## src/design/pew_pkg.sv

```systemverilog
// Package for the particle Euler step with wall contact.
// Shared widths, configuration register codes and the configuration bundle.
// No dependencies.
package pew_pkg;

  localparam int FRAC_BITS_DEFAULT = 16;
  localparam int POS_W             = 32;
  localparam int CFG_IDX_W         = 3;
  localparam int CFG_DATA_W        = 32;

  typedef enum logic [CFG_IDX_W-1:0] {
    REG_TIME_STEP     = 3'd0,
    REG_BOUNCE_FACTOR = 3'd1,
    REG_WORLD_MIN_X   = 3'd2,
    REG_WORLD_MIN_Y   = 3'd3,
    REG_WORLD_MAX_X   = 3'd4,
    REG_WORLD_MAX_Y   = 3'd5
  } cfg_reg_t;

  // Register values, zero or sign extended to full width.
  typedef struct packed {
    logic        [POS_W-1:0] time_step;
    logic signed [POS_W-1:0] bounce_factor;
    logic signed [POS_W-1:0] world_min_x;
    logic signed [POS_W-1:0] world_min_y;
    logic signed [POS_W-1:0] world_max_x;
    logic signed [POS_W-1:0] world_max_y;
  } cfg_t;

endpackage

```

## src/design/pew_if.sv

```systemverilog


interface pew_cfg_if;
  import pew_pkg::*;
  logic                  valid;
  logic                  ready;
  logic [CFG_IDX_W-1:0]  index;
  logic [CFG_DATA_W-1:0] data;
  modport source (output valid, index, data, input ready);
  modport sink   (input valid, index, data, output ready);
endinterface

```

## src/design/pew_cfg_regs.sv

```systemverilog
// Configuration register file: time step, bounce factor and world box.
// Depends on pew_pkg and pew_cfg_if.
module pew_cfg_regs #(
  parameter int FRAC_BITS = pew_pkg::FRAC_BITS_DEFAULT
) (
  input  logic         clk,
  input  logic         rst,
  pew_cfg_if.sink      cfg,
  output pew_pkg::cfg_t cfg_q
);
  import pew_pkg::*;

  localparam int TS_W = FRAC_BITS + 1;
  localparam int BF_W = FRAC_BITS + 2;
  localparam longint ONE = longint'(1) << FRAC_BITS;
  localparam logic [TS_W-1:0]  TS_RESET  = TS_W'((ONE + 30) / 60);
  localparam logic [BF_W-1:0]  BF_RESET  = BF_W'(-(ONE / 2));
  localparam logic [POS_W-1:0] MAX_RESET = POS_W'(1000 * ONE);

  logic [TS_W-1:0]  time_step;
  logic [BF_W-1:0]  bounce_factor;
  logic [POS_W-1:0] world_min_x;
  logic [POS_W-1:0] world_min_y;
  logic [POS_W-1:0] world_max_x;
  logic [POS_W-1:0] world_max_y;

  assign cfg.ready = 1'b1;

  always_ff @(posedge clk) begin
    if (rst) begin
      time_step     <= TS_RESET;
      bounce_factor <= BF_RESET;
      world_min_x   <= '0;
      world_min_y   <= '0;
      world_max_x   <= MAX_RESET;
      world_max_y   <= MAX_RESET;
    end else if (cfg.valid) begin
      unique case (cfg_reg_t'(cfg.index))
        REG_TIME_STEP:     time_step     <= cfg.data[TS_W-1:0];
        REG_BOUNCE_FACTOR: bounce_factor <= cfg.data[BF_W-1:0];
        REG_WORLD_MIN_X:   world_min_x   <= cfg.data[POS_W-1:0];
        REG_WORLD_MIN_Y:   world_min_y   <= cfg.data[POS_W-1:0];
        REG_WORLD_MAX_X:   world_max_x   <= cfg.data[POS_W-1:0];
        REG_WORLD_MAX_Y:   world_max_y   <= cfg.data[POS_W-1:0];
        default: ;
      endcase
    end
  end

  assign cfg_q.time_step     = {{(POS_W-TS_W){1'b0}}, time_step};
  assign cfg_q.bounce_factor = {{(POS_W-BF_W){bounce_factor[BF_W-1]}}, bounce_factor};
  assign cfg_q.world_min_x   = world_min_x;
  assign cfg_q.world_min_y   = world_min_y;
  assign cfg_q.world_max_x   = world_max_x;
  assign cfg_q.world_max_y   = world_max_y;

endmodule

```

## src/flat_wrapper.sv

```systemverilog
// flat-port wrapper written by rule: the top's interface ports become plain ports
module pew_cfg_regs_flat import pew_pkg::*;
#(
  parameter int FRAC_BITS = pew_pkg::FRAC_BITS_DEFAULT
)
  (clk, rst, cfg_q, cfg_valid, cfg_index, cfg_data, cfg_ready);
  pew_cfg_if cfg_i ();
  input  logic clk;
  input  logic rst;
  output pew_pkg::cfg_t cfg_q;
  input wire logic [$bits(cfg_i.valid)-1:0] cfg_valid;
  input wire logic [$bits(cfg_i.index)-1:0] cfg_index;
  input wire logic [$bits(cfg_i.data)-1:0] cfg_data;
  output wire logic [$bits(cfg_i.ready)-1:0] cfg_ready;
  assign cfg_i.valid = cfg_valid;
  assign cfg_i.index = cfg_index;
  assign cfg_i.data = cfg_data;
  assign cfg_ready = cfg_i.ready;
  pew_cfg_regs #(.FRAC_BITS(FRAC_BITS)) u_core (.clk(clk), .rst(rst), .cfg(cfg_i), .cfg_q(cfg_q));
endmodule
```

## config.mk

```make
export PLATFORM = sky130hd
export DESIGN_NAME = pew_cfg_regs_flat
export DESIGN_NICKNAME = d
export VERILOG_FILES = /design/src/design/pew_pkg.sv /design/src/design/pew_if.sv /design/src/design/pew_cfg_regs.sv /design/src/flat_wrapper.sv
export SDC_FILE = /design/constraint.sdc
export NUM_CORES = 1
export LEC_CHECK = 0
export ABC_CLOCK_PERIOD_IN_PS = 1600
export BUFFER_PORTS_ARGS = -buffer_cell sky130_fd_sc_hd__buf_4
export CAP_MARGIN = 40
export CORE_UTILIZATION = 40
export CTS_CLUSTER_SIZE = 12
export DETAILED_ROUTE_END_ITERATION = 10
export PLACE_DENSITY = 0.77
export SKIP_LAST_GASP = 1
export SYNTH_ARGS = -nofsm -noshare
export SYNTH_HDL_FRONTEND = slang
export SYNTH_SLANG_ARGS = --single-unit
```

## constraint.sdc

```tcl
create_clock -name clk -period 1.6 [get_ports clk]
set_clock_uncertainty 0.15 [all_clocks]
set_input_delay 0.08 -clock clk [delete_from_list [all_inputs] [get_ports clk]]
set_output_delay 0.08 -clock clk [all_outputs]
set_load 0.01 [all_outputs]
```

==> impl_results.md <==
- Yosys top cell by area: dfxtp_1
- Post-Syn Instances: 620
- CP Data Required Time: 1.74 ns
- Non-filler cells, final: approximately 1100
- Hold Path Cell Cnt: 2
- PortBufs: approximately 210
- Tot Pwr: about 9.1 mW
- Worst hold slack: ~0.32 ns
- Synthesis-to-finish area growth: 39.53%
- Setup Total Neg Slack: 0 ns
- Number of max-cap violations: 0
- FILL cells: approximately 1400
- DR iter-0 viols: 183
- Seq cells post-synth: ~160
- Setup WS post-layout: between 0.08 and 0.09 ns
- Die area: 0.01728 mm^2
- Post-CTS resize count: 0
- Initial antenna violation count: 0
- Top area cells in the synthesized netlist: dfxtp_1, mux2i_1, nand2b_1
- Via/cell ratio: about 4.6
- Outcome: complete, no violations
- PwrDens: around 970 mW/mm^2
- Unique cell type count in the Yosys netlist: 15
- CTS Buf Count: 17
- Setup violation total in the final timing report: 0
- H-tree levels: 4
- Starting Density: approximately two fifths
- Sequential area share after synthesis: 48.67%
- Slew headroom: 62.72%
- Slew @ Worst Pin: about 0.56 ns
- Core ar.: between 0.015 and 0.02 mm^2
- Clk slew on worst S/H paths: ~0.06 ns
- Die height: 131.5 um
- Final HPWL DP: ~11000 um
- I/O pin cnt: approximately 230
- DRT Pass-1 Iters: 4
- Clk_lat worst skew: ~0.42 ns
- Vias in the first global route: just under 5000
- Layout cells sized above 1: between 30% and 40%
- Antenna Nets Post-Route: 0
- CTS Buffer Depth: 2
- Critical-path maximum fanout: 11
- Gr ovfl total: 0
- Largest net degree at the start of global routing: 48
- Pleak: 4.584 nW
- Placer Congestion: 0.7424
- VDD IR max: roughly 0.63 mV
- GRT Overall Usage: approximately a fifth
- Min-delay src: u_core.world_min_y[31]$_SDFFE_PP0P_
- CP Capture Type: register
- First-pass GRT wire length: 26650 um
- Vias: 4924
- Worst EP arrival: approximately 1.7 ns
- Syn avg cell area: between 10 and 15 um^2
- Worst R2R Path Depth: 2
- Final worst path period share: a little over nine tenths
- Final min period: between 1.5 and 2 ns
- CTS tree: yes
- Setup crit start: cfg_index[2]
- N_diodes: 0
- Routed wire length: approximately 17000 um
- Crit path kind: primary input to register
- RSZ-0062 raised after global routing: no
- Post-CTS Setup Bufs: 0
- Inst Count DP: between 1000 and 1500
- Hold Crit Class: register to register
- Drt drc: 0
- Root Buffer Master: clkbuf_16
- Chip Width: roughly 130 um
- CTS Hold Bufs: 37
- Final hold violations: 0
- Beginning of the worst register-to-register path: u_core.bounce_factor[17]$_SDFFE_PP1P_
- Total clock sinks: around 160
- Top-area cell type share of the netlist area: 48.67%
- Syn Std Cell Area: approximately 0.0067 mm^2
- Final net count: 886
- Final count of pins violating max slew: 0
- Ys Warns: 0
- Setup WS pre-CTS: roughly 0.22 ns
- WL per Instance: between 15 and 20 um
- Setup crit start kind: primary input
- Fmax: approximately 660 MHz
- Row count: 46
-- worst max-delay path, stage by stage --
cell and delay (ns):
dlygate4sd3_1 0.53, buf_4 0.18, or4b_4 0.69, mux2i_1 0.16
-- placed cells by master (no fill, tap or decap) --
master,synthesis,routed
buf_4,33,228
clkbuf_1,18,3
nand4b_1,2,2
and4b_2,2,2
dlygate4sd3_1,0,37
nand4bb_4,0,2
bufinv_16,0,3
nand4bb_1,3,1
conb_1,2,16
or4b_4,1,1
mux2i_1,163,163
clkbuf_16,0,17
nor4bb_1,1,1
clkinvlp_4,0,3
clkinv_2,0,3
nor2_1,30,30
buf_12,0,5
nand2b_1,177,177
dfxtp_1,163,163
clkinv_4,0,1
nor4b_4,1,1
-- cells by family (layout without fill, tap and decap cells) --
kind of cell	Yosys count	in the layout	synth area share (%)
and+or+nand+nor	217	217	20.01
muxes	163	163	24.34
DFF	163	163	48.67
buffers and inverters	75	300	6.868
other	2	16	0.1120
-- registers in the layout, summed over array words and instances, names as in the netlist --
name / cells
u_core.world_max_x: 32
u_core.time_step: 17
u_core.world_min_y: 32
u_core.world_min_x: 32
u_core.bounce_factor: 18
u_core.world_max_y: 32
-- per-layer routing --
metal | vias up | track usage [%] | share of wire, %
met5 | - | 0 | 0
met4 | 0 | 8.140 | 1.8
met3 | 25 | 5.054 | 5.4
met2 | 162 | 32.25 | 47
met1 | 2293 | 24.38 | 45
li1 | 2444 | - | -
-- synthesized netlist by cell type, drive strengths merged --
library cell  instances
and4b                 2
buf                  57
clkbuf               18
conb                  2
dfxtp               163
mux2i               163
nand2b              177
nand4b                2
nand4bb               3
nor2                 30
nor4b                 1
nor4bb                1
or4b                  1
-- cell type report --
cell class	count	area [um^2]	area share (%)
multi-input cells	396	3065	32.77
clock inverters	10	136.4	1.458
repair buffers	270	2182	23.33
clock buffers	20	436.7	4.668
well taps	216	270.3	2.889
flip-flops and latches	163	3263	34.88
-- final timing paths --
check,end,slack [ns]
max,u_core.time_step[12]$_SDFFE_PP0P_,0.09
min,u_core.world_min_y[31]$_SDFFE_PP0P_,0.32
max reg2reg,u_core.bounce_factor[17]$_SDFFE_PP1P_,0.54
min reg2reg,u_core.world_min_y[31]$_SDFFE_PP0P_,0.32
-- metrics by stage --
stage / utilization, % / instance area [um^2]
global route: 58.04 / 9354
detailed placement: 52.19 / 8411
global placement: 52.19 / 8411
CTS: 58.04 / 9354
floorplan: - / 6756
finish: 58.04 / 9354
-- power by group --
part           leakage [nW]  switching [mW]  internal, mW
Sequential             1.32          0.0527          4.15
Combinational          2.99           0.385         0.440
Clock                 0.272            1.63          2.43
Total                  4.58            2.07          7.02
Power figures use the tool's default switching activity.
