**src/design/pew_pkg.sv**
```systemverilog
// Package for the particle Euler step with wall contact.
// Shared widths, configuration register codes and the configuration bundle.
// No dependencies.
package pew_pkg;

  localparam int FRAC_BITS_DEFAULT = 16;
  localparam int POS_W             = 32;
  localparam int CFG_IDX_W         = 3;
  localparam int CFG_DATA_W        = 32;

  typedef enum logic [CFG_IDX_W-1:0] {
    REG_TIME_STEP     = 3'd0,
    REG_BOUNCE_FACTOR = 3'd1,
    REG_WORLD_MIN_X   = 3'd2,
    REG_WORLD_MIN_Y   = 3'd3,
    REG_WORLD_MAX_X   = 3'd4,
    REG_WORLD_MAX_Y   = 3'd5
  } cfg_reg_t;

  // Register values, zero or sign extended to full width.
  typedef struct packed {
    logic        [POS_W-1:0] time_step;
    logic signed [POS_W-1:0] bounce_factor;
    logic signed [POS_W-1:0] world_min_x;
    logic signed [POS_W-1:0] world_min_y;
    logic signed [POS_W-1:0] world_max_x;
    logic signed [POS_W-1:0] world_max_y;
  } cfg_t;

endpackage

```
**src/design/pew_if.sv**
```systemverilog
// Channel interfaces: particle requests in, results out, configuration writes.
// Depends on pew_pkg.
interface pew_particle_if;
  import pew_pkg::*;
  logic                    valid;
  logic                    ready;
  logic signed [POS_W-1:0] pos_x;
  logic signed [POS_W-1:0] pos_y;
  logic signed [POS_W-1:0] vel_x;
  logic signed [POS_W-1:0] vel_y;
  logic                    last_in;
  modport source (output valid, pos_x, pos_y, vel_x, vel_y, last_in, input ready);
  modport sink   (input valid, pos_x, pos_y, vel_x, vel_y, last_in, output ready);
endinterface


```
**src/design/pew_kinematics.sv**
```systemverilog
// Stages 1-3: gravity and velocity clamp, products by dt and bounce factor,
// position advance and rescaled bounce velocity. Depends on pew_pkg, pew_if.
module pew_kinematics #(
  parameter int FRAC_BITS = pew_pkg::FRAC_BITS_DEFAULT
) (
  input  logic                             clk,
  input  logic                             rst,
  pew_particle_if.sink                     particle_in,
  input  pew_pkg::cfg_t                    cfg_q,
  output logic                             kin_valid,
  input  logic                             kin_ready,
  output logic signed [pew_pkg::POS_W:0]   kin_pos_x,
  output logic signed [pew_pkg::POS_W:0]   kin_pos_y,
  output logic signed [FRAC_BITS+5:0]      kin_vel_x,
  output logic signed [FRAC_BITS+5:0]      kin_vel_y,
  output logic signed [FRAC_BITS+5:0]      kin_bvel_x,
  output logic signed [FRAC_BITS+5:0]      kin_bvel_y,
  output logic                             kin_last
);
  import pew_pkg::*;

  localparam int TS_W  = FRAC_BITS + 1;
  localparam int BF_W  = FRAC_BITS + 2;
  localparam int VEL_W = FRAC_BITS + 6;
  localparam int PM_W  = 2 * FRAC_BITS + 8;
  localparam int RS_W  = PM_W - FRAC_BITS;
  localparam int EXT_W = POS_W + 1;
  localparam int GR_W  = TS_W + 4;
  localparam longint ONE = longint'(1) << FRAC_BITS;
  localparam logic signed [EXT_W-1:0] LIM_E  = EXT_W'(25 * ONE);
  localparam logic signed [EXT_W-1:0] NLIM_E = -LIM_E;
  localparam logic signed [RS_W-1:0]  LIM_R  = RS_W'(25 * ONE);
  localparam logic signed [RS_W-1:0]  NLIM_R = -LIM_R;
  localparam logic signed [PM_W-1:0]  HALF   = PM_W'(ONE / 2);

  logic valid1, valid2, valid3;
  logic adv1, adv2, adv3;

  logic signed [POS_W-1:0] pos1_x, pos1_y, pos2_x, pos2_y;
  logic signed [VEL_W-1:0] vel1_x, vel1_y, vel2_x, vel2_y;
  logic                    last1, last2;
  logic signed [PM_W-1:0]  prod_dx, prod_dy, prod_bx, prod_by;

  logic [TS_W-1:0]          dt;
  logic signed [TS_W:0]     dt_s;
  logic signed [BF_W-1:0]   bf;
  logic [GR_W-1:0]          grav;
  logic signed [EXT_W-1:0]  vx_e, vy_g;
  logic signed [VEL_W-1:0]  vel1_x_next, vel1_y_next;
  logic signed [PM_W-1:0]   tdx, tdy, tbx, tby;
  logic signed [RS_W-1:0]   step_x, step_y, rb_x, rb_y;

  assign adv3 = !valid3 || kin_ready;
  assign adv2 = !valid2 || adv3;
  assign adv1 = !valid1 || adv2;
  assign particle_in.ready = adv1;
  assign kin_valid = valid3;

  always_ff @(posedge clk) begin
    if (rst) begin
      valid1 <= 1'b0;
      valid2 <= 1'b0;
      valid3 <= 1'b0;
    end else begin
      if (adv1) valid1 <= particle_in.valid;
      if (adv2) valid2 <= valid1;
      if (adv3) valid3 <= valid2;
    end
  end

  // stage 1: gravity, velocity clamp
  always_comb begin
    dt   = cfg_q.time_step[TS_W-1:0];
    dt_s = $signed({1'b0, dt});
    bf   = $signed(cfg_q.bounce_factor[BF_W-1:0]);
    grav = {1'b0, dt, 3'b000} + {3'b000, dt, 1'b0};
    vx_e = $signed({particle_in.vel_x[POS_W-1], particle_in.vel_x});
    vy_g = $signed({particle_in.vel_y[POS_W-1], particle_in.vel_y})
         + $signed({{(EXT_W-GR_W){1'b0}}, grav});
    if (vx_e > LIM_E)       vel1_x_next = LIM_E[VEL_W-1:0];
    else if (vx_e < NLIM_E) vel1_x_next = NLIM_E[VEL_W-1:0];
    else                    vel1_x_next = vx_e[VEL_W-1:0];
    if (vy_g > LIM_E)       vel1_y_next = LIM_E[VEL_W-1:0];
    else if (vy_g < NLIM_E) vel1_y_next = NLIM_E[VEL_W-1:0];
    else                    vel1_y_next = vy_g[VEL_W-1:0];
  end

  always_ff @(posedge clk) begin
    if (adv1) begin
      pos1_x <= particle_in.pos_x;
      pos1_y <= particle_in.pos_y;
      vel1_x <= vel1_x_next;
      vel1_y <= vel1_y_next;
      last1  <= particle_in.last_in;
    end
  end

  // stage 2: products
  always_ff @(posedge clk) begin
    if (adv2) begin
      pos2_x  <= pos1_x;
      pos2_y  <= pos1_y;
      vel2_x  <= vel1_x;
      vel2_y  <= vel1_y;
      last2   <= last1;
      prod_dx <= vel1_x * dt_s;
      prod_dy <= vel1_y * dt_s;
      prod_bx <= vel1_x * bf;
      prod_by <= vel1_y * bf;
    end
  end

  // stage 3: round to nearest, ties up; advance; clamp bounce velocity
  always_comb begin
    tdx    = prod_dx + HALF;
    tdy    = prod_dy + HALF;
    tbx    = prod_bx + HALF;
    tby    = prod_by + HALF;
    step_x = $signed(tdx[PM_W-1:FRAC_BITS]);
    step_y = $signed(tdy[PM_W-1:FRAC_BITS]);
    rb_x   = $signed(tbx[PM_W-1:FRAC_BITS]);
    rb_y   = $signed(tby[PM_W-1:FRAC_BITS]);
  end

  always_ff @(posedge clk) begin
    if (adv3) begin
      kin_pos_x <= $signed({pos2_x[POS_W-1], pos2_x})
                 + $signed({{(EXT_W-RS_W){step_x[RS_W-1]}}, step_x});
      kin_pos_y <= $signed({pos2_y[POS_W-1], pos2_y})
                 + $signed({{(EXT_W-RS_W){step_y[RS_W-1]}}, step_y});
      kin_vel_x <= vel2_x;
      kin_vel_y <= vel2_y;
      kin_last  <= last2;
      if (rb_x > LIM_R)       kin_bvel_x <= LIM_R[VEL_W-1:0];
      else if (rb_x < NLIM_R) kin_bvel_x <= NLIM_R[VEL_W-1:0];
      else                    kin_bvel_x <= rb_x[VEL_W-1:0];
      if (rb_y > LIM_R)       kin_bvel_y <= LIM_R[VEL_W-1:0];
      else if (rb_y < NLIM_R) kin_bvel_y <= NLIM_R[VEL_W-1:0];
      else                    kin_bvel_y <= rb_y[VEL_W-1:0];
    end
  end

endmodule

```
**src/flat_wrapper.sv**
```systemverilog
// flat-port wrapper written by rule: the top's interface ports become plain ports
module pew_kinematics_flat import pew_pkg::*;
#(
  parameter int FRAC_BITS = pew_pkg::FRAC_BITS_DEFAULT
)
  (clk, rst, cfg_q, kin_valid, kin_ready, kin_pos_x, kin_pos_y, kin_vel_x, kin_vel_y, kin_bvel_x, kin_bvel_y, kin_last, particle_in_valid, particle_in_pos_x, particle_in_pos_y, particle_in_vel_x, particle_in_vel_y, particle_in_last_in, particle_in_ready);
  pew_particle_if particle_in_i ();
  input  logic clk;
  input  logic rst;
  input  pew_pkg::cfg_t cfg_q;
  output logic kin_valid;
  input  logic kin_ready;
  output logic signed [pew_pkg::POS_W:0] kin_pos_x;
  output logic signed [pew_pkg::POS_W:0] kin_pos_y;
  output logic signed [FRAC_BITS+5:0] kin_vel_x;
  output logic signed [FRAC_BITS+5:0] kin_vel_y;
  output logic signed [FRAC_BITS+5:0] kin_bvel_x;
  output logic signed [FRAC_BITS+5:0] kin_bvel_y;
  output logic kin_last;
  input wire logic [$bits(particle_in_i.valid)-1:0] particle_in_valid;
  input wire logic [$bits(particle_in_i.pos_x)-1:0] particle_in_pos_x;
  input wire logic [$bits(particle_in_i.pos_y)-1:0] particle_in_pos_y;
  input wire logic [$bits(particle_in_i.vel_x)-1:0] particle_in_vel_x;
  input wire logic [$bits(particle_in_i.vel_y)-1:0] particle_in_vel_y;
  input wire logic [$bits(particle_in_i.last_in)-1:0] particle_in_last_in;
  output wire logic [$bits(particle_in_i.ready)-1:0] particle_in_ready;
  assign particle_in_i.valid = particle_in_valid;
  assign particle_in_i.pos_x = particle_in_pos_x;
  assign particle_in_i.pos_y = particle_in_pos_y;
  assign particle_in_i.vel_x = particle_in_vel_x;
  assign particle_in_i.vel_y = particle_in_vel_y;
  assign particle_in_i.last_in = particle_in_last_in;
  assign particle_in_ready = particle_in_i.ready;
  pew_kinematics #(.FRAC_BITS(FRAC_BITS)) u_core (.clk(clk), .rst(rst), .particle_in(particle_in_i), .cfg_q(cfg_q), .kin_valid(kin_valid), .kin_ready(kin_ready), .kin_pos_x(kin_pos_x), .kin_pos_y(kin_pos_y), .kin_vel_x(kin_vel_x), .kin_vel_y(kin_vel_y), .kin_bvel_x(kin_bvel_x), .kin_bvel_y(kin_bvel_y), .kin_last(kin_last));
endmodule
```
**config.mk**
```make
export PLATFORM = sky130hd
export DESIGN_NAME = pew_kinematics_flat
export DESIGN_NICKNAME = d
export VERILOG_FILES = /design/src/design/pew_pkg.sv /design/src/design/pew_if.sv /design/src/design/pew_kinematics.sv /design/src/flat_wrapper.sv
export SDC_FILE = /design/constraint.sdc
export NUM_CORES = 2
export LEC_CHECK = 0
export BUFFER_PORTS_ARGS = -buffer_cell sky130_fd_sc_hd__buf_2
export CAP_MARGIN = 20
export CORE_AREA = 2 2 469 471
export CTS_CLUSTER_SIZE = 20
export DETAILED_ROUTE_END_ITERATION = 10
export DIE_AREA = 0 0 471 473
export GPL_ROUTABILITY_DRIVEN = 0
export GPL_TIMING_DRIVEN = 0
export HOLD_SLACK_MARGIN = 0.02
export MAX_ROUTING_LAYER = met4
export PLACE_DENSITY = 0.51
export SETUP_SLACK_MARGIN = 0.5
export SLEW_MARGIN = 0
export SYNTH_ARGS = -nofsm -noshare
export SYNTH_HDL_FRONTEND = slang
export SYNTH_SLANG_ARGS = --single-unit
```
**constraint.sdc**
```tcl
create_clock -name clk -period 13.15 [get_ports clk]
set_input_delay 3.945 -clock clk [delete_from_list [all_inputs] [get_ports clk]]
set_output_delay 3.945 -clock clk [all_outputs]
set_load 0.005 [all_outputs]
```
==> run_results.csv <==
group,metric,value,unit
clock_network,numClockSinks,476,
yosys,synth_top_area_cell,"fa_1",
global_routing,grt-ovfl-total,0,
sta,fmax,83.4,MHz
setup_path,max_stage_delay,0.80,ns
setup_path,start_kind,"primary input",
setup_path,r2r-start,"u_core.vel1_y[8]",
floorplan,start_util,34.8,%
setup_path,critPathArrivalTime,12.47,ns
sta,layout_min_cycle_time,12.00,ns
yosys,synth_seq_cells,476,
power_and_ir_drop,swShare,47.0,%
global_routing,grt_max_degree,104,
yosys,synth_warnings,0,
power_and_ir_drop,seqPwrFrac,16.4,%
global_routing,grt_pass1_vias,57800,
setup_path,crit_end,"u_core.prod_dy[38]",
floorplan,die_w,471,µm
route,drt-vias-per-instance,4.97,
setup_path,r2r-end,"u_core.prod_dy[38]",
yosys,syn_inst,7743,
setup_path,critPathKind,"primary input to register",
route,drt_iter0_drc,4401,
setup_path,rrSetupSlack,3.52,ns
setup_path,slowest_stage,"clkbuf_1",
yosys,async_flop_share,0,%
setup_path,crit_top_cell,"inv_1",
hold_path,hold_path.class,"register to register",
route,drt_wl_total,249,mm
job,max_cap_violations,0,
floorplan,dieHeight,473,µm
finish,fillers,22100,
clock_network,numCtsBuffers,57,
yosys,synth_area,75900,µm²
finish,final_nets,10500,
setup_path,crit_path_end_kind,"register",
sta,fin_crit_sh,91.2,%
clock_network,cts_setup_buffers,0,
yosys,seq_area_frac_synth,18.8,%
sta,rsz0062_at_grt,"false",
finish,multi_input_area,53400,µm²
yosys,synthTopCellsByArea,"fa_1 (40%), edfxtp_1 (19%), inv_1 (9.1%)",
sta,slew_headroom,15.0,%
setup_path,path_max_fanout,10,
power_and_ir_drop,power_density,236,nW/µm²
clock_network,h-tree-depth,2,
finish,syn_to_final_growth,9.94,%
route,antenna_left,0,
clock_network,cts_resized,0,
sta,fin_skew,0.0664,ns
power_and_ir_drop,power_leakage,40.7,nW
sta,setup_violations,0,
finish,seq_area,14300,µm²
floorplan,rows,172,
route,drt_pass1_iterations,5,
finish,stdcell_count,11100,
clock_network,cts_root_buffer,"clkbuf_16",
sta,tns,0,ns
sta,finalHoldViolations,0,
power_and_ir_drop,net-switching-power,9.28,mW
power_and_ir_drop,combPwrFrac,75.2,%
finish,drive_above_1_share,5.73,%
placed_design,dpl.cell_count,10900,
sta,tightest_slew,1.28,ns
clock_network,clock_path_buffers,3,
setup_path,cp.required,13.62,ns
setup_path,reg2regPathDepth,25,
sta,slew_viol_final,0,
yosys,synth_top_area_share,40.2,%
yosys,yosys-top-cells-count,"inv_1 (1846), fa_1 (1526), nand2_1 (1094)",
global_routing,grt_use_total,23.3,%
clock_network,tritoncts,"built",
yosys,synth.most_common_cell,"inv_1",
power_and_ir_drop,intPower,10.5,mW
clock_network,insertion_delay,0.74,ns
floorplan,coreArea,218000,µm²
clock_network,holdBufCountCts,0,
placed_design,io_buffers,310,
global_routing,grt_antenna_before_repair,41,
yosys,synth-edff-count,473,
power_and_ir_drop,power_frac_clock,8.4,%
route,vias,54900,
floorplan,boundaryPins,482,
floorplan,dieArea,223000,µm²
yosys,synth_ff_type,"edfxtp_1",
clock_network,clk_pin_slew,0.06,ns
setup_path,critPathLaunch,"cfg_q[162]",
yosys,synth_fp_nets,10100,
yosys,synth.avg_cell_area,9.80,µm²
status,outcome,"complete, no violations",
global_routing,grt_pass1_wl,371,mm
placed_design,hpwl,209,mm
power_and_ir_drop,peakVddDrop,0.443,mV
route,wl_per_cell,22.5,µm
route,drc_errors,0,
yosys,synth_cell_types,88,
## worst max-delay path, delay by kind of cell
kind	cells	cell delay, ns
buf+inv	8	1.84
xor+xnor	1	0.17
fa+ha+maj	6	2.65
compound gates	9	3.46
simple gates	2	0.39
## routing by layer
layer | wire, µm | vias to the layer above | global-route usage [%]
met3 | 22600 | 417 | 5.38
met5 | 0 | - | -
met1 | 103000 | 28300 | 30.1
li1 | - | 24100 | -
met4 | 11500 | 0 | 9.04
met2 | 112000 | 2149 | 35.5
## logic make-up after synthesis
kind of cell,after synthesis,synth area share [%]
AO/OA/AOI/OAI,530,4.69
XOR/XNOR,275,3.17
adder cells (fa/ha/maj),2011,48.2
buffers and inverters,2198,10.9
flip-flops,476,18.8
multiplexers,7,0.0940
AND/OR/NAND/NOR,2246,14.1
## area by class of cell
cell class	instances	area share, %
Inverter	1846	8.32
Sequential cell	476	17.1
Clock inverter	42	0.583
Tap cell	2871	4.30
Timing Repair Buffer	332	2.34
Clock buffer	62	1.73
Multi-Input combinational cell	5069	63.9
Buffer	352	1.63
Antenna cell	15	0.0450
## cell usage in the layout (no fill, tap or decap), types with 76 or more instances in the layout
master	instances
nand2_1	1093
fa_1	1526
a21o_1	79
edfxtp_1	473
a21oi_1	142
buf_2	318
clkbuf_1	340
nor2_1	229
and2_1	538
xnor2_1	190
ha_1	485
xor2_1	84
o21ai_0	89
nand3_1	76
inv_1	1844
## sequential cells by signal, summed over array words and instances (netlist names), 25 cells and up
| signal | flops |
|---|---|
| u_core.kin_pos_x | 33 |
| u_core.prod_by | 25 |
| u_core.prod_dy | 25 |
| u_core.pos2_y | 32 |
| u_core.pos1_y | 32 |
| u_core.pos1_x | 32 |
| u_core.kin_pos_y | 33 |
| u_core.prod_bx | 25 |
| u_core.pos2_x | 32 |
| u_core.prod_dx | 25 |
## worst min-delay path by stage
stage | depth (start not counted) | to | slack [ns] | startpoint
floorplan | 0 | u_core.kin_last | 0.40 | u_core.last2
global placement | 0 | u_core.last2 | 0.40 | u_core.last1
detailed placement | 0 | u_core.kin_vel_x[5] | 0.40 | u_core.vel2_x[5]
CTS | 0 | u_core.pos2_x[18] | 0.41 | u_core.pos1_x[18]
global route | 0 | u_core.pos2_x[19] | 0.42 | u_core.pos1_x[19]
finish | 0 | u_core.pos2_x[18] | 0.41 | u_core.pos1_x[18]
## metrics by stage
| step | power (mW) | setup WS, ns | utilization, % | cell area [µm²] | hold WS [ns] |
|---|---|---|---|---|---|
| detailed placement | 18.3 | 0.300 | 37.3 | 81400 | 0.405 |
| global placement | 18.2 | 0.179 | 37.1 | 81000 | 0.401 |
| global route | 22.2 | 0.821 | 38.2 | 83400 | 0.421 |
| floorplan | 14.6 | 2.70 | - | 75900 | 0.400 |
| CTS | 20.1 | 1.07 | 38.2 | 83300 | 0.413 |
| finish | 19.7 | 1.15 | 38.2 | 83400 | 0.414 |
## power by group through the flow
stage / registers, mW / clock network [mW] / logic [mW]
after floorplan: 3.20 / 0 / 11.4
after global placement: 3.26 / 0 / 14.9
after detailed placement: 3.27 / 0 / 15.0
after CTS: 3.24 / 1.71 / 15.2
after global routing: 3.28 / 1.77 / 17.2
final: 3.24 / 1.65 / 14.8
Note: power is estimated with default switching activity, not from simulation.
