--- config.mk ---
export PLATFORM = sky130hd
export DESIGN_NAME = pew_contact_flat
export DESIGN_NICKNAME = d
export VERILOG_FILES = /design/src/design/pew_pkg.sv /design/src/design/pew_if.sv /design/src/design/pew_contact.sv /design/src/flat_wrapper.sv
export SDC_FILE = /design/constraint.sdc
export NUM_CORES = 1
export LEC_CHECK = 0
export BUFFER_PORTS_ARGS = -buffer_cell sky130_fd_sc_hd__clkbuf_2
export CAP_MARGIN = 5
export CORE_ASPECT_RATIO = 0.75
export CORE_MARGIN = 3
export CORE_UTILIZATION = 55
export DETAILED_ROUTE_END_ITERATION = 6
export HOLD_SLACK_MARGIN = 0.02
export PLACE_DENSITY_LB_ADDON = 0.3
export RECOVER_POWER = 100
export SYNTH_ARGS = -nofsm -noshare
export SYNTH_HDL_FRONTEND = slang
export SYNTH_SLANG_ARGS = --single-unit
--- constraint.sdc ---
create_clock -name clk -period 8 [get_ports clk]
set_clock_uncertainty 0.15 [all_clocks]
set_input_delay 2.4 -clock clk [delete_from_list [all_inputs] [get_ports clk]]
set_output_delay 2.4 -clock clk [all_outputs]
set_load 0.01 [all_outputs]
--- src/design/pew_pkg.sv ---
// Package for the particle Euler step with wall contact.
// Shared widths, configuration register codes and the configuration bundle.
// No dependencies.
package pew_pkg;

  localparam int FRAC_BITS_DEFAULT = 16;
  localparam int POS_W             = 32;
  localparam int CFG_IDX_W         = 3;
  localparam int CFG_DATA_W        = 32;

  typedef enum logic [CFG_IDX_W-1:0] {
    REG_TIME_STEP     = 3'd0,
    REG_BOUNCE_FACTOR = 3'd1,
    REG_WORLD_MIN_X   = 3'd2,
    REG_WORLD_MIN_Y   = 3'd3,
    REG_WORLD_MAX_X   = 3'd4,
    REG_WORLD_MAX_Y   = 3'd5
  } cfg_reg_t;

  // Register values, zero or sign extended to full width.
  typedef struct packed {
    logic        [POS_W-1:0] time_step;
    logic signed [POS_W-1:0] bounce_factor;
    logic signed [POS_W-1:0] world_min_x;
    logic signed [POS_W-1:0] world_min_y;
    logic signed [POS_W-1:0] world_max_x;
    logic signed [POS_W-1:0] world_max_y;
  } cfg_t;

endpackage

--- src/design/pew_if.sv ---


interface pew_result_if #(parameter int FRAC_BITS = pew_pkg::FRAC_BITS_DEFAULT);
  import pew_pkg::*;
  logic                        valid;
  logic                        ready;
  logic signed [POS_W-1:0]     new_pos_x;
  logic signed [POS_W-1:0]     new_pos_y;
  logic signed [FRAC_BITS+5:0] new_vel_x;
  logic signed [FRAC_BITS+5:0] new_vel_y;
  logic                        last_out;
  modport source (output valid, new_pos_x, new_pos_y, new_vel_x, new_vel_y, last_out,
                  input ready);
  modport sink   (input valid, new_pos_x, new_pos_y, new_vel_x, new_vel_y, last_out,
                  output ready);
endinterface


--- src/design/pew_contact.sv ---
// Stages 4-6: wall, ceiling and floor contact, position clamp, floor friction,
// and the output register. Depends on pew_pkg and pew_if.
module pew_contact #(
  parameter int FRAC_BITS = pew_pkg::FRAC_BITS_DEFAULT
) (
  input  logic                           clk,
  input  logic                           rst,
  input  pew_pkg::cfg_t                  cfg_q,
  input  logic                           kin_valid,
  output logic                           kin_ready,
  input  logic signed [pew_pkg::POS_W:0] kin_pos_x,
  input  logic signed [pew_pkg::POS_W:0] kin_pos_y,
  input  logic signed [FRAC_BITS+5:0]    kin_vel_x,
  input  logic signed [FRAC_BITS+5:0]    kin_vel_y,
  input  logic signed [FRAC_BITS+5:0]    kin_bvel_x,
  input  logic signed [FRAC_BITS+5:0]    kin_bvel_y,
  input  logic                           kin_last,
  pew_result_if.source                   particle_out
);
  import pew_pkg::*;

  localparam int VEL_W = FRAC_BITS + 6;
  localparam int MF_W  = VEL_W + FRAC_BITS + 1;
  localparam int EXT_W = POS_W + 1;
  localparam longint ONE = longint'(1) << FRAC_BITS;
  localparam logic [FRAC_BITS-1:0]   FRIC = FRAC_BITS'((85 * ONE + 50) / 100);
  localparam logic signed [MF_W-1:0] HALF = MF_W'(ONE / 2);

  logic valid4, valid5, valid6;
  logic adv4, adv5, adv6;

  logic signed [POS_W-1:0] pos4_x, pos4_y, pos5_x, pos5_y;
  logic signed [VEL_W-1:0] vel4_x, vel4_y, vel5_x, vel5_y;
  logic                    floor4, floor5, last4, last5;
  logic signed [MF_W-1:0]  prod_f;

  logic signed [EXT_W-1:0] min_x, min_y, max_x, max_y;
  logic                    hit_side, hit_ceil, hit_floor;
  logic signed [POS_W-1:0] pos4_x_next, pos4_y_next;
  logic signed [MF_W-1:0]  tf;
  logic signed [FRAC_BITS:0] fric_s;

  assign adv6 = !valid6 || particle_out.ready;
  assign adv5 = !valid5 || adv6;
  assign adv4 = !valid4 || adv5;
  assign kin_ready = adv4;
  assign particle_out.valid = valid6;

  always_ff @(posedge clk) begin
    if (rst) begin
      valid4 <= 1'b0;
      valid5 <= 1'b0;
      valid6 <= 1'b0;
    end else begin
      if (adv4) valid4 <= kin_valid;
      if (adv5) valid5 <= valid4;
      if (adv6) valid6 <= valid5;
    end
  end

  // stage 4: contact tests, velocity select, position clamp
  always_comb begin
    min_x     = $signed({cfg_q.world_min_x[POS_W-1], cfg_q.world_min_x});
    min_y     = $signed({cfg_q.world_min_y[POS_W-1], cfg_q.world_min_y});
    max_x     = $signed({cfg_q.world_max_x[POS_W-1], cfg_q.world_max_x});
    max_y     = $signed({cfg_q.world_max_y[POS_W-1], cfg_q.world_max_y});
    hit_side  = (kin_pos_x >= max_x) || (kin_pos_x <= min_x);
    hit_ceil  = kin_pos_y <= min_y;
    hit_floor = kin_pos_y >= max_y;
    if (kin_pos_x < min_x)      pos4_x_next = cfg_q.world_min_x;
    else if (kin_pos_x > max_x) pos4_x_next = cfg_q.world_max_x;
    else                        pos4_x_next = kin_pos_x[POS_W-1:0];
    if (kin_pos_y < min_y)      pos4_y_next = cfg_q.world_min_y;
    else if (kin_pos_y > max_y) pos4_y_next = cfg_q.world_max_y;
    else                        pos4_y_next = kin_pos_y[POS_W-1:0];
  end

  always_ff @(posedge clk) begin
    if (adv4) begin
      pos4_x <= pos4_x_next;
      pos4_y <= pos4_y_next;
      vel4_x <= hit_side ? kin_bvel_x : kin_vel_x;
      vel4_y <= hit_ceil ? kin_bvel_y : kin_vel_y;
      floor4 <= hit_floor;
      last4  <= kin_last;
    end
  end

  // stage 5: floor friction product
  assign fric_s = $signed({1'b0, FRIC});

  always_ff @(posedge clk) begin
    if (adv5) begin
      pos5_x <= pos4_x;
      pos5_y <= pos4_y;
      vel5_x <= vel4_x;
      vel5_y <= vel4_y;
      floor5 <= floor4;
      last5  <= last4;
      prod_f <= vel4_x * fric_s;
    end
  end

  // stage 6: output register
  assign tf = prod_f + HALF;

  always_ff @(posedge clk) begin
    if (adv6) begin
      particle_out.new_pos_x <= pos5_x;
      particle_out.new_pos_y <= pos5_y;
      particle_out.last_out  <= last5;
      if (floor5) begin
        particle_out.new_vel_x <= tf[FRAC_BITS+VEL_W-1:FRAC_BITS];
        particle_out.new_vel_y <= '0;
      end else begin
        particle_out.new_vel_x <= vel5_x;
        particle_out.new_vel_y <= vel5_y;
      end
    end
  end

endmodule

--- src/flat_wrapper.sv ---
// flat-port wrapper written by rule: the top's interface ports become plain ports
module pew_contact_flat import pew_pkg::*;
#(
  parameter int FRAC_BITS = pew_pkg::FRAC_BITS_DEFAULT
)
  (clk, rst, cfg_q, kin_valid, kin_ready, kin_pos_x, kin_pos_y, kin_vel_x, kin_vel_y, kin_bvel_x, kin_bvel_y, kin_last, particle_out_valid, particle_out_new_pos_x, particle_out_new_pos_y, particle_out_new_vel_x, particle_out_new_vel_y, particle_out_last_out, particle_out_ready);
  pew_result_if #(.FRAC_BITS(FRAC_BITS)) particle_out_i ();
  input  logic clk;
  input  logic rst;
  input  pew_pkg::cfg_t cfg_q;
  input  logic kin_valid;
  output logic kin_ready;
  input  logic signed [pew_pkg::POS_W:0] kin_pos_x;
  input  logic signed [pew_pkg::POS_W:0] kin_pos_y;
  input  logic signed [FRAC_BITS+5:0] kin_vel_x;
  input  logic signed [FRAC_BITS+5:0] kin_vel_y;
  input  logic signed [FRAC_BITS+5:0] kin_bvel_x;
  input  logic signed [FRAC_BITS+5:0] kin_bvel_y;
  input  logic kin_last;
  output wire logic [$bits(particle_out_i.valid)-1:0] particle_out_valid;
  output wire logic [$bits(particle_out_i.new_pos_x)-1:0] particle_out_new_pos_x;
  output wire logic [$bits(particle_out_i.new_pos_y)-1:0] particle_out_new_pos_y;
  output wire logic [$bits(particle_out_i.new_vel_x)-1:0] particle_out_new_vel_x;
  output wire logic [$bits(particle_out_i.new_vel_y)-1:0] particle_out_new_vel_y;
  output wire logic [$bits(particle_out_i.last_out)-1:0] particle_out_last_out;
  input wire logic [$bits(particle_out_i.ready)-1:0] particle_out_ready;
  assign particle_out_valid = particle_out_i.valid;
  assign particle_out_new_pos_x = particle_out_i.new_pos_x;
  assign particle_out_new_pos_y = particle_out_i.new_pos_y;
  assign particle_out_new_vel_x = particle_out_i.new_vel_x;
  assign particle_out_new_vel_y = particle_out_i.new_vel_y;
  assign particle_out_last_out = particle_out_i.last_out;
  assign particle_out_i.ready = particle_out_ready;
  pew_contact #(.FRAC_BITS(FRAC_BITS)) u_core (.clk(clk), .rst(rst), .cfg_q(cfg_q), .kin_valid(kin_valid), .kin_ready(kin_ready), .kin_pos_x(kin_pos_x), .kin_pos_y(kin_pos_y), .kin_vel_x(kin_vel_x), .kin_vel_y(kin_vel_y), .kin_bvel_x(kin_bvel_x), .kin_bvel_y(kin_bvel_y), .kin_last(kin_last), .particle_out(particle_out_i));
endmodule
==> flow_summary_export.csv, run 1 <==
group,metric,value,unit
sta,unrepaired_setup_endpoints_after_global_routing,"no",
grt,vias_in_the_first_global_route,17300,
final_layout,syn2layout_area_growth,15.1,%
routing,post_route_ant_nets,0,
sta,final_min_period_over_clock_period,0.859,
placed_design,hpwl,47100,um
sta,worst-slew-pin-transition,3.48,ns
worst_setup_path,critPathMaxFanout,62,
floorplan,placementRows,65,
clocking,cts-root-to-sink-buffers,3,
synth,synth-warning-count,0,
clocking,tritoncts.num_buffers,37,
grt,grt_pass1_wl,93700,um
worst_setup_path,cp.buffers_inverters,3,
routing,drt_iter0_markers,1206,
worst_setup_path,crit_path_end_kind,"flip-flop",
synth,synth.cell_area,23600,um2
final_layout,final_net_count,3187,
synth,synth_ff_type,"sky130_fd_sc_hd__edfxtp_1",
sta,timing_hold_violations_final,0,
placed_design,placement.io_buffers,397,
floorplan,core,42200,um2
placed_design,pre_cts_ws,1.58,ns
synth,synth_enable_flop_cells,352,
floorplan,fp.dieW,245,um
worst_setup_path,cp.arrival,6.83,ns
floorplan,floorplan.die.height,185,um
sta,timing.final.setup_violations,0,
routing,avgViaCountPerCell,5.51,
clocking,cts_htree_levels,2,
clocking,post_cts_resized,0,
synth,synthesized_netlist_cell_count,2008,
floorplan,number_of_i_o_pins,462,
clocking,clkLatencyLatePin,0.55,ns
synth,synth_async_sr_flop_share,0,
routing,dr_total_vias,16500,
synth,mappedNetlistNets,2790,
grt,maximum_number_of_pins_on_one_net_before_global_route_repair,77,
sta,hold_ws,0.243,ns
placed_design,replace_congestion,0.969,
outcome,violated_checks,"capacitance limit, slew limit",
worst_setup_path,crit_slowest_cell,"sky130_fd_sc_hd__clkbuf_1",
worst_setup_path,required,7.96,ns
routing,route.final.wire_length,60900,um
clocking,clkTransAtPathRegs,0.06,ns
worst_setup_path,crit_path_frequent_cell,"sky130_fd_sc_hd__clkbuf_2",
grt,grt.overflow.total,0,
sta,relSlewSlack,-1.32,
worst_setup_path,critical-path-top-delay-family,"buffers and inverters",
synth,synthDistinctLibCells,49,
worst_setup_path,crit_path_max_incr_delay,2.15,ns
synth,ys_top_cells_by_area,"sky130_fd_sc_hd__edfxtp_1 (45%), sky130_fd_sc_hd__ha_1 (15%), sky130_fd_sc_hd__fa_1 (12%), sky130_fd_sc_hd__inv_1 (5.9%), sky130_fd_sc_hd__a21o_1 (2.2%)",
sta,final_critical_path_setup_slack,1.13,ns
grt,antenna_violations_before_repair,9,
worst_setup_path,crit_type,"primary input to flip-flop",
sta,setup_tns,0,ns
clocking,cts.root.buffer_cell,"sky130_fd_sc_hd__clkbuf_16",
synth,ys_ff_latch,355,
min_path,min-delay-path-class,"flip-flop to flip-flop",
routing,wire_per_inst,20.3,um
sta,max_freq,146,MHz
synth,ys_top_cells_by_count,"sky130_fd_sc_hd__inv_1 (373), sky130_fd_sc_hd__edfxtp_1 (352), sky130_fd_sc_hd__ha_1 (287), sky130_fd_sc_hd__fa_1 (144), sky130_fd_sc_hd__nor2_1 (126)",
clocking,tritoncts,"built",
routing,detailedRoute.firstPassIterationCount,5,
worst_setup_path,critical_path.cell_chain,"clkbuf_2, nor2b_1, and2_0, nand2_1, clkbuf_1, clkbuf_2",
sta,final_max_slew_viol_count,387,
synth,synth.top_cell.area_share,0.448,
worst_setup_path,startpoint_type,"primary input",
routing,drc_violations,0,
synth,synth_seq_area_share,0.451,
grt,groute.usage.overall,0.268,
floorplan,initial_core_util,0.559,
job,max-cap-violations,7,
floorplan,die-area,45400,um2
clocking,setup_repair_bufs_after_cts,0,
final_layout,drive_above_1_share,0.153,
clocking,postCtsHoldBufs,0,
sta,min_period,6.87,ns
synth,synth.avg_cell_area,11.7,um2
synth,synth_area_leader_cell,"sky130_fd_sc_hd__edfxtp_1",
synth,synthMostInstantiatedCell,"sky130_fd_sc_hd__inv_1",
clocking,clkSinkCount,355,
outcome,run_status,"finished, violations left",
## per-layer routing
layer | vias up | track usage | share of wire
li1 | 7782 | - | -
met1 | 7978 | 0.351 | 0.41
met2 | 626 | 0.442 | 0.47
met3 | 140 | 0.0616 | 0.076
met4 | 14 | 0.0956 | 0.035
met5 | - | 0 | 0.0014
## final cells by class
type,count,area (um2)
Clock buffer,40,937
Clock inverter,24,244
Sequential cell,355,10600
Multi-Input combinational cell,1226,11300
Timing Repair Buffer,412,1930
Fill cell,3317,15100
Antenna cell,2,5.00
Inverter,373,1410
Tap cell,569,712
## metrics by stage
stage,util,cells,cell area [um2]
CTS,0.649,2999,27400
floorplan,-,2008,23600
finish,0.643,3001,27100
global route,0.643,3000,27100
detailed placement,0.621,2935,26200
global placement,0.621,2935,26200
## flip-flops by register name (all words and copies together), names as in the netlist, 23 cells and up
name	count
u_core.prod_f	23
u_core.particle_out.new_pos_x	32
u_core.pos4_x	32
u_core.pos5_y	32
u_core.particle_out.new_pos_y	32
u_core.pos5_x	32
u_core.pos4_y	32
## final timing paths
check	cells past startpoint	endpoint	slack [ns]	start
hold / removal	0	u_core.pos5_x[29]$_DFFE_PP_	0.24	u_core.pos4_x[29]$_DFFE_PP_
setup / recovery	6	u_core.vel4_y[7]$_DFFE_PP_	1.13	particle_out_ready
setup reg to reg	15	u_core.prod_f[37]$_DFFE_PP_	1.39	u_core.vel4_x[21]$_DFFE_PP_
hold reg to reg	0	u_core.pos5_x[29]$_DFFE_PP_	0.24	u_core.pos4_x[29]$_DFFE_PP_
## cell families (layout without fill, tap and decap cells)
group                    after synthesis  count (layout)  share of synthesized area
adder cells (fa/ha/maj)              431             431                      0.275
AO/OA/AOI/OAI                        345             345                     0.0886
buffers and inverters                427             849                     0.0690
AND/OR/NAND/NOR                      349             349                     0.0714
XOR/XNOR                              56              56                     0.0208
multiplexers                          45              45                     0.0247
other                                  0               2                          0
flip-flops                           355             355                      0.451
## cells in the final DEF (no fill, tap or decap), types with 4 or more instances in the layout
cell and n:
sky130_fd_sc_hd__inv_1 371, sky130_fd_sc_hd__o21a_1 5, sky130_fd_sc_hd__a211oi_1 6, sky130_fd_sc_hd__fa_1 144
sky130_fd_sc_hd__nor4_1 4, sky130_fd_sc_hd__buf_4 7, sky130_fd_sc_hd__or3_1 5, sky130_fd_sc_hd__a21o_1 68
sky130_fd_sc_hd__o211ai_1 4, sky130_fd_sc_hd__edfxtp_1 352, sky130_fd_sc_hd__or2_2 4, sky130_fd_sc_hd__nand2b_1 6
sky130_fd_sc_hd__a31oi_1 68, sky130_fd_sc_hd__ha_1 287, sky130_fd_sc_hd__clkbuf_16 37, sky130_fd_sc_hd__xor2_1 26
sky130_fd_sc_hd__xnor2_1 30, sky130_fd_sc_hd__mux2_1 33, sky130_fd_sc_hd__clkbuf_1 123, sky130_fd_sc_hd__clkinvlp_4 4
sky130_fd_sc_hd__clkbuf_2 285, sky130_fd_sc_hd__nand2_1 32, sky130_fd_sc_hd__and3_1 8, sky130_fd_sc_hd__a21oi_1 79
sky130_fd_sc_hd__mux2_2 11, sky130_fd_sc_hd__nor3_1 6, sky130_fd_sc_hd__clkinv_1 7, sky130_fd_sc_hd__nor2b_1 30
sky130_fd_sc_hd__nand4_1 38, sky130_fd_sc_hd__o21ai_0 92, sky130_fd_sc_hd__inv_6 4, sky130_fd_sc_hd__nand3_1 83
sky130_fd_sc_hd__bufinv_16 4, sky130_fd_sc_hd__nor2_1 126
Power of run 1 is not shown: default switching activity piles up to over one toggle a cycle in this logic, so the estimate is an artifact.
==> run 2: changes to the inputs <==
--- a/config.mk
+++ b/config.mk
@@ -5,6 +5,7 @@
 export SDC_FILE = /design/constraint.sdc
 export NUM_CORES = 1
 export LEC_CHECK = 0
+export ABC_AREA = 1
 export BUFFER_PORTS_ARGS = -buffer_cell sky130_fd_sc_hd__clkbuf_2
 export CAP_MARGIN = 5
 export CORE_ASPECT_RATIO = 0.75
==> run 2 against run 1 <==
  * The flow still finishes with violations (capacitance limit, slew limit)
  * Maximum frequency increased by 2.8%
  * First-iteration DRC count increased by 0.50%
  * Die area increased by 5.5%
  * Sequential share of layout area decreased by 1.8 points
  * Worst hold slack improved by 0.012 ns
  * Register-to-register slack got worse by 0.07 ns
  * Via count increased by 14%
  * Synthesized cell count increased by 27%
  * Largest cell class unchanged
==> flow_summary_export.csv, run 2 <==
group,metric,value,unit
sta,max_freq,150,MHz
clocking,clkLatencyLatePin,0.56,ns
synth,synth.avg_cell_area,9.76,um2
floorplan,initial_core_util,0.566,
routing,drt_iter0_markers,1212,
synth,synth_async_sr_flop_share,0,
synth,synth-warning-count,0,
final_layout,multi_input_comb_area,12000,um2
synth,synthDistinctLibCells,44,
clocking,tritoncts.num_buffers,37,
clocking,post_cts_resized,0,
worst_setup_path,cp.arrival,6.83,ns
grt,vias_in_the_first_global_route,19000,
routing,drc_violations,0,
clocking,cts.root.buffer_cell,"sky130_fd_sc_hd__clkbuf_16",
synth,synth.top_cell.area_share,0.424,
synth,ys_ff_latch,355,
worst_setup_path,required,8.15,ns
synth,synth_ff_type,"sky130_fd_sc_hd__edfxtp_1",
sta,worst-slew-pin-transition,3.36,ns
clocking,setup_repair_bufs_after_cts,0,
synth,ys_top_cells_by_count,"sky130_fd_sc_hd__nand2_1 (555), sky130_fd_sc_hd__inv_1 (517), sky130_fd_sc_hd__edfxtp_1 (352), sky130_fd_sc_hd__ha_1 (287), sky130_fd_sc_hd__nand3_1 (178)",
grt,antenna_violations_before_repair,6,
placed_design,placement.io_buffers,397,
final_layout,n_fill_cell,3671,
sta,timing_hold_violations_final,0,
routing,detailedRoute.firstPassIterationCount,5,
worst_setup_path,cp.buffers_inverters,2,
sta,setup_tns,0,ns
worst_setup_path,r2r_end,"u_core.prod_f[33]$_DFFE_PP_",
floorplan,die-area,47900,um2
synth,synth.cell_area,24900,um2
synth,synthMostInstantiatedCell,"sky130_fd_sc_hd__nand2_1",
floorplan,number_of_i_o_pins,462,
floorplan,placementRows,66,
worst_setup_path,worst_r2r_path_depth,16,
floorplan,fp.dieW,252,um
clocking,postCtsHoldBufs,0,
worst_setup_path,worst_reg2reg_startpoint,"u_core.vel4_x[21]$_DFFE_PP_",
clocking,clkTransAtPathRegs,0.07,ns
worst_setup_path,critPathMaxFanout,38,
routing,post_route_ant_nets,0,
final_layout,ff_latch_area,10600,um2
final_layout,most_frequent_cells_in_the_layout,"sky130_fd_sc_hd__nand2_1 (555), sky130_fd_sc_hd__inv_1 (516), sky130_fd_sc_hd__edfxtp_1 (352)",
sta,relSlewSlack,-1.24,
synth,ys_top_cells_by_area,"sky130_fd_sc_hd__edfxtp_1 (42%), sky130_fd_sc_hd__ha_1 (14%), sky130_fd_sc_hd__fa_1 (12%), sky130_fd_sc_hd__nand2_1 (8.4%), sky130_fd_sc_hd__inv_1 (7.8%)",
grt,maximum_number_of_pins_on_one_net_before_global_route_repair,78,
min_path,min-delay-path-class,"flip-flop to flip-flop",
worst_setup_path,worst-r2r-setup-slack,1.32,ns
worst_setup_path,critical_path.cell_chain,"clkbuf_1, ha_1, fa_1, fa_1, fa_1, fa_1, fa_1, inv_1, ha_1, a21oi_1, a21boi_0, o21ai_0, a21oi_1, nand2_1, nand2_1, nand2_1",
placed_design,replace_congestion,0.943,
final_layout,final_net_count,3731,
clocking,cts-root-to-sink-buffers,3,
worst_setup_path,crit_path_frequent_cell,"sky130_fd_sc_hd__fa_1",
sta,final_max_slew_viol_count,269,
routing,route.final.wire_length,64100,um
clocking,cts_htree_levels,2,
min_path,min_from,"u_core.pos5_x[31]$_DFFE_PP_",
routing,wire_per_inst,18.0,um
synth,synth_area_leader_cell,"sky130_fd_sc_hd__edfxtp_1",
min_path,min_delay_worst_endpoint,"u_core.particle_out.new_pos_x[31]$_DFFE_PP_",
sta,hold_ws,0.255,ns
final_layout,syn2layout_area_growth,14.0,%
floorplan,floorplan.die.height,190,um
worst_setup_path,startpoint_type,"flip-flop",
floorplan,core,44000,um2
job,max-cap-violations,5,
worst_setup_path,crit_path_max_incr_delay,1.39,ns
min_path,whs_path_depth,0,
sta,unrepaired_setup_endpoints_after_global_routing,"no",
synth,synth_enable_flop_cells,352,
synth,synth_seq_area_share,0.427,
sta,final_min_period_over_clock_period,0.835,
outcome,violated_checks,"capacitance limit, slew limit",
synth,mappedNetlistNets,3336,
placed_design,hpwl,50600,um
worst_setup_path,crit_type,"flip-flop to flip-flop",
sta,min_period,6.68,ns
routing,avgViaCountPerCell,5.31,
final_layout,final_common_cell,"sky130_fd_sc_hd__nand2_1",
routing,dr_total_vias,18900,
grt,grt_pass1_wl,101000,um
clocking,clkSinkCount,355,
grt,grt.overflow.total,0,
synth,synthesized_netlist_cell_count,2554,
worst_setup_path,crit_path_end_kind,"flip-flop",
worst_setup_path,critical-path-top-delay-family,"adder cells",
worst_setup_path,crit_slowest_cell,"sky130_fd_sc_hd__clkbuf_1",
grt,groute.usage.overall,0.270,
outcome,run_status,"finished, violations left",
final_layout,drive_above_1_share,0.120,
sta,timing.final.setup_violations,0,
clocking,tritoncts,"built",
[run 2: worst register-to-register path, cell delays in order (launching register included)]
cell,delay [ns]
sky130_fd_sc_hd__edfxtp_1,0.31
sky130_fd_sc_hd__clkbuf_1,1.39
sky130_fd_sc_hd__ha_1,0.51
sky130_fd_sc_hd__fa_1,0.47
sky130_fd_sc_hd__fa_1,0.52
sky130_fd_sc_hd__fa_1,0.52
sky130_fd_sc_hd__fa_1,0.52
sky130_fd_sc_hd__fa_1,0.54
sky130_fd_sc_hd__inv_1,0.04
sky130_fd_sc_hd__ha_1,0.37
sky130_fd_sc_hd__a21oi_1,0.18
sky130_fd_sc_hd__a21boi_0,0.35
sky130_fd_sc_hd__o21ai_0,0.15
sky130_fd_sc_hd__a21oi_1,0.21
sky130_fd_sc_hd__nand2_1,0.08
sky130_fd_sc_hd__nand2_1,0.05
sky130_fd_sc_hd__nand2_1,0.06
[run 2: kinds of logic after synthesis]
| group | count (synthesis) | share of synthesized area |
|---|---|---|
| AO/OA/AOI/OAI | 190 | 0.0415 |
| adder cells (fa/ha/maj) | 431 | 0.260 |
| buffers and inverters | 571 | 0.0908 |
| AND/OR/NAND/NOR | 958 | 0.164 |
| XOR/XNOR | 49 | 0.0172 |
| flip-flops | 355 | 0.427 |
[run 2: how the worst max path moves through the flow]
stage,startpoint,endpoint,slack [ns],cells past startpoint
after global routing,u_core.vel4_x[21]$_DFFE_PP_,u_core.prod_f[33]$_DFFE_PP_,0.88,16
final,u_core.vel4_x[21]$_DFFE_PP_,u_core.prod_f[33]$_DFFE_PP_,1.32,16
after global placement,particle_out_ready,kin_ready,1.69,6
after detailed placement,particle_out_ready,kin_ready,1.68,6
after CTS,particle_out_ready,kin_ready,1.67,6
after floorplan,particle_out_ready,kin_ready,0.06,4
[run 2: per-stage QoR]
step	instances	utilization	setup slack, ns	cell area, um2
floorplan	2554	-	0.0603	24900
global placement	3488	0.623	1.69	27400
detailed placement	3488	0.623	1.68	27400
CTS	3555	0.650	1.67	28600
global route	3555	0.646	0.879	28400
finish	3557	0.646	1.32	28400
[run 2: final cells by class]
cell class                 instances  area share
tap                              578      0.0254
clock inverter                    22     0.00753
inverter                         518      0.0686
timing repair buffer             409      0.0673
sequential                       355       0.374
multi-input combinational       1628       0.423
clock buffer                      45      0.0344
antenna                            2    0.000176
[run 2: metal layers]
metal  up-vias  track usage  share of wire
li1       9109            -              -
met1      8983        0.362           0.42
met2       669        0.439           0.47
met3       120       0.0702          0.086
met4         8       0.0745          0.026
met5         -            0        0.00076
Power of run 2 is left out for the same reason.
==> run 3: changes to the inputs <==
==> constraint.sdc (replaced) <==
create_clock -name clk -period 6.9 [get_ports clk]
set_clock_uncertainty 0.15 [all_clocks]
set_input_delay 2.07 -clock clk [delete_from_list [all_inputs] [get_ports clk]]
set_output_delay 2.07 -clock clk [all_outputs]
set_load 0.01 [all_outputs]
==> run 3 against run 2 <==
  * Largest cell class unchanged
  * Worst hold slack better by 0.0063 ns
  * Worst setup slack worse by 0.46 ns
  * Sequential share of layout area hardly changed
  * Register-to-register slack worse by 0.32 ns
  * Via count hardly changed
  * First-iteration DRC count is 10% higher
  * Global-route usage is 0.59 points higher
  * The run still ends with capacitance limit, slew limit left
  * Highest routed layer unchanged
==> flow_summary_export.csv, run 3 (synthesis gave the netlist of run 2 again) <==
group,metric,value,unit
outcome,run_status,"finished, violations left",
outcome,violated_checks,"capacitance limit, slew limit",
floorplan,core,44000,um2
floorplan,fp.dieW,252,um
clocking,cts-root-to-sink-buffers,3,
sta,hold_ws,0.262,ns
floorplan,floorplan.die.height,190,um
worst_setup_path,cp.arrival,5.60,ns
clocking,clkLatencyLatePin,0.55,ns
sta,worst-slew-pin-transition,3.53,ns
grt,grt.overflow.total,0,
clocking,clkTransAtPathRegs,0.07,ns
routing,drc_violations,0,
final_layout,final_common_cell,"sky130_fd_sc_hd__nand2_1",
clocking,cts.root.buffer_cell,"sky130_fd_sc_hd__clkbuf_16",
routing,avgViaCountPerCell,5.32,
job,max-cap-violations,6,
worst_setup_path,critPathLaunch,"particle_out_ready",
clocking,cts_htree_levels,2,
worst_setup_path,critPathMaxFanout,109,
worst_setup_path,startpoint_type,"primary input",
sta,final_max_slew_viol_count,288,
worst_setup_path,crit_path_end_kind,"flip-flop",
sta,relSlewSlack,-1.36,
sta,max_freq,165,MHz
clocking,post_cts_resized,0,
min_path,min-delay-path-class,"flip-flop to flip-flop",
routing,wire_per_inst,18.5,um
clocking,postCtsHoldBufs,0,
clocking,setup_repair_bufs_after_cts,0,
final_layout,syn2layout_area_growth,14.0,%
worst_setup_path,crit_type,"primary input to flip-flop",
final_layout,final_net_count,3731,
routing,dr_total_vias,18900,
sta,min_period,6.05,ns
placed_design,pre_cts_ws,1.02,ns
sta,unrepaired_setup_endpoints_after_global_routing,"no",
routing,detailedRoute.firstPassIterationCount,7,
sta,final_critical_path_setup_slack,0.854,ns
final_layout,most_frequent_cells_in_the_layout,"sky130_fd_sc_hd__nand2_1 (556), sky130_fd_sc_hd__inv_1 (516), sky130_fd_sc_hd__edfxtp_1 (352)",
routing,post_route_ant_nets,0,
min_path,min_from,"u_core.pos5_y[16]$_DFFE_PP_",
grt,groute.usage.overall,0.276,
routing,drt_iter0_markers,1339,
worst_setup_path,required,6.46,ns
grt,grt_pass1_wl,103000,um
placed_design,cells_after_dpl,3489,
worst_setup_path,worst_reg2reg_startpoint,"u_core.vel4_x[5]$_DFFE_PP_",
routing,route.final.wire_length,65800,um
grt,maximum_number_of_pins_on_one_net_before_global_route_repair,110,
placed_design,placement.io_buffers,397,
sta,final_min_period_over_clock_period,0.876,
clocking,clkSinkCount,355,
grt,vias_in_the_first_global_route,19200,
final_layout,layoutNonFillerInstCount,3553,
placed_design,replace_congestion,0.932,
floorplan,initial_core_util,0.566,
grt,antenna_violations_before_repair,6,
clocking,tritoncts,"built",
floorplan,die-area,47900,um2
sta,timing.final.setup_violations,0,
floorplan,placementRows,66,
clocking,tritoncts.num_buffers,36,
sta,timing_hold_violations_final,0,
placed_design,hpwl,52100,um
final_layout,drive_above_1_share,0.121,
floorplan,number_of_i_o_pins,462,
-- run 3: changes by cell type in the layout (fill, tap and decap cells not counted), sizes merged --
cell	delta
buf	+4
bufinv	+1
clkbuf	-8
inv	-1
-- run 3: critical path: stages --
cell and delay, ns:
sky130_fd_sc_hd__clkbuf_2 0.08, sky130_fd_sc_hd__inv_1 0.08, sky130_fd_sc_hd__nand2_4 0.05, sky130_fd_sc_hd__nor2_1 0.23, sky130_fd_sc_hd__clkinvlp_2 1.22, sky130_fd_sc_hd__clkbuf_2 1.78
-- run 3: metal layers --
metal  GRT usage  wire (um)  vias to the layer above
met2       0.448      30500                      703
met3      0.0611       5300                      122
met4      0.0743       1730                        8
li1            -          -                     9110
met5           0         54                        -
met1       0.378      28300                     8964
-- run 3: stage by stage --
step	instance area, um2	util	TNS, ns
5_1_grt	28400	0.645	0
6_report	28400	0.645	0
3_5_place_dp	27400	0.623	0
2_1_floorplan	24900	-	-0.00621
4_1_cts	28600	0.650	0
3_3_place_gp	27400	0.623	0
-- run 3: cell type report --
class	instances	area [um2]
Clock inverter	22	233
Sequential cell	355	10600
Tap cell	578	723
Inverter	518	1950
Antenna cell	2	5.00
Timing Repair Buffer	410	1930
Clock buffer	40	937
Fill cell	3672	15600
Multi-Input combinational cell	1628	12000
-- run 3: final timing paths --
| check | cells after the start | slack, ns | to |
|---|---|---|---|
| setup / recovery | 6 | 0.85 | u_core.vel5_x[1]$_DFFE_PP_ |
| hold / removal | 0 | 0.26 | u_core.particle_out.new_pos_y[16]$_DFFE_PP_ |
| setup reg to reg | 21 | 1.00 | u_core.prod_f[35]$_DFFE_PP_ |
| hold reg to reg | 0 | 0.26 | u_core.particle_out.new_pos_y[16]$_DFFE_PP_ |
Power of run 3 is left out for the same reason.
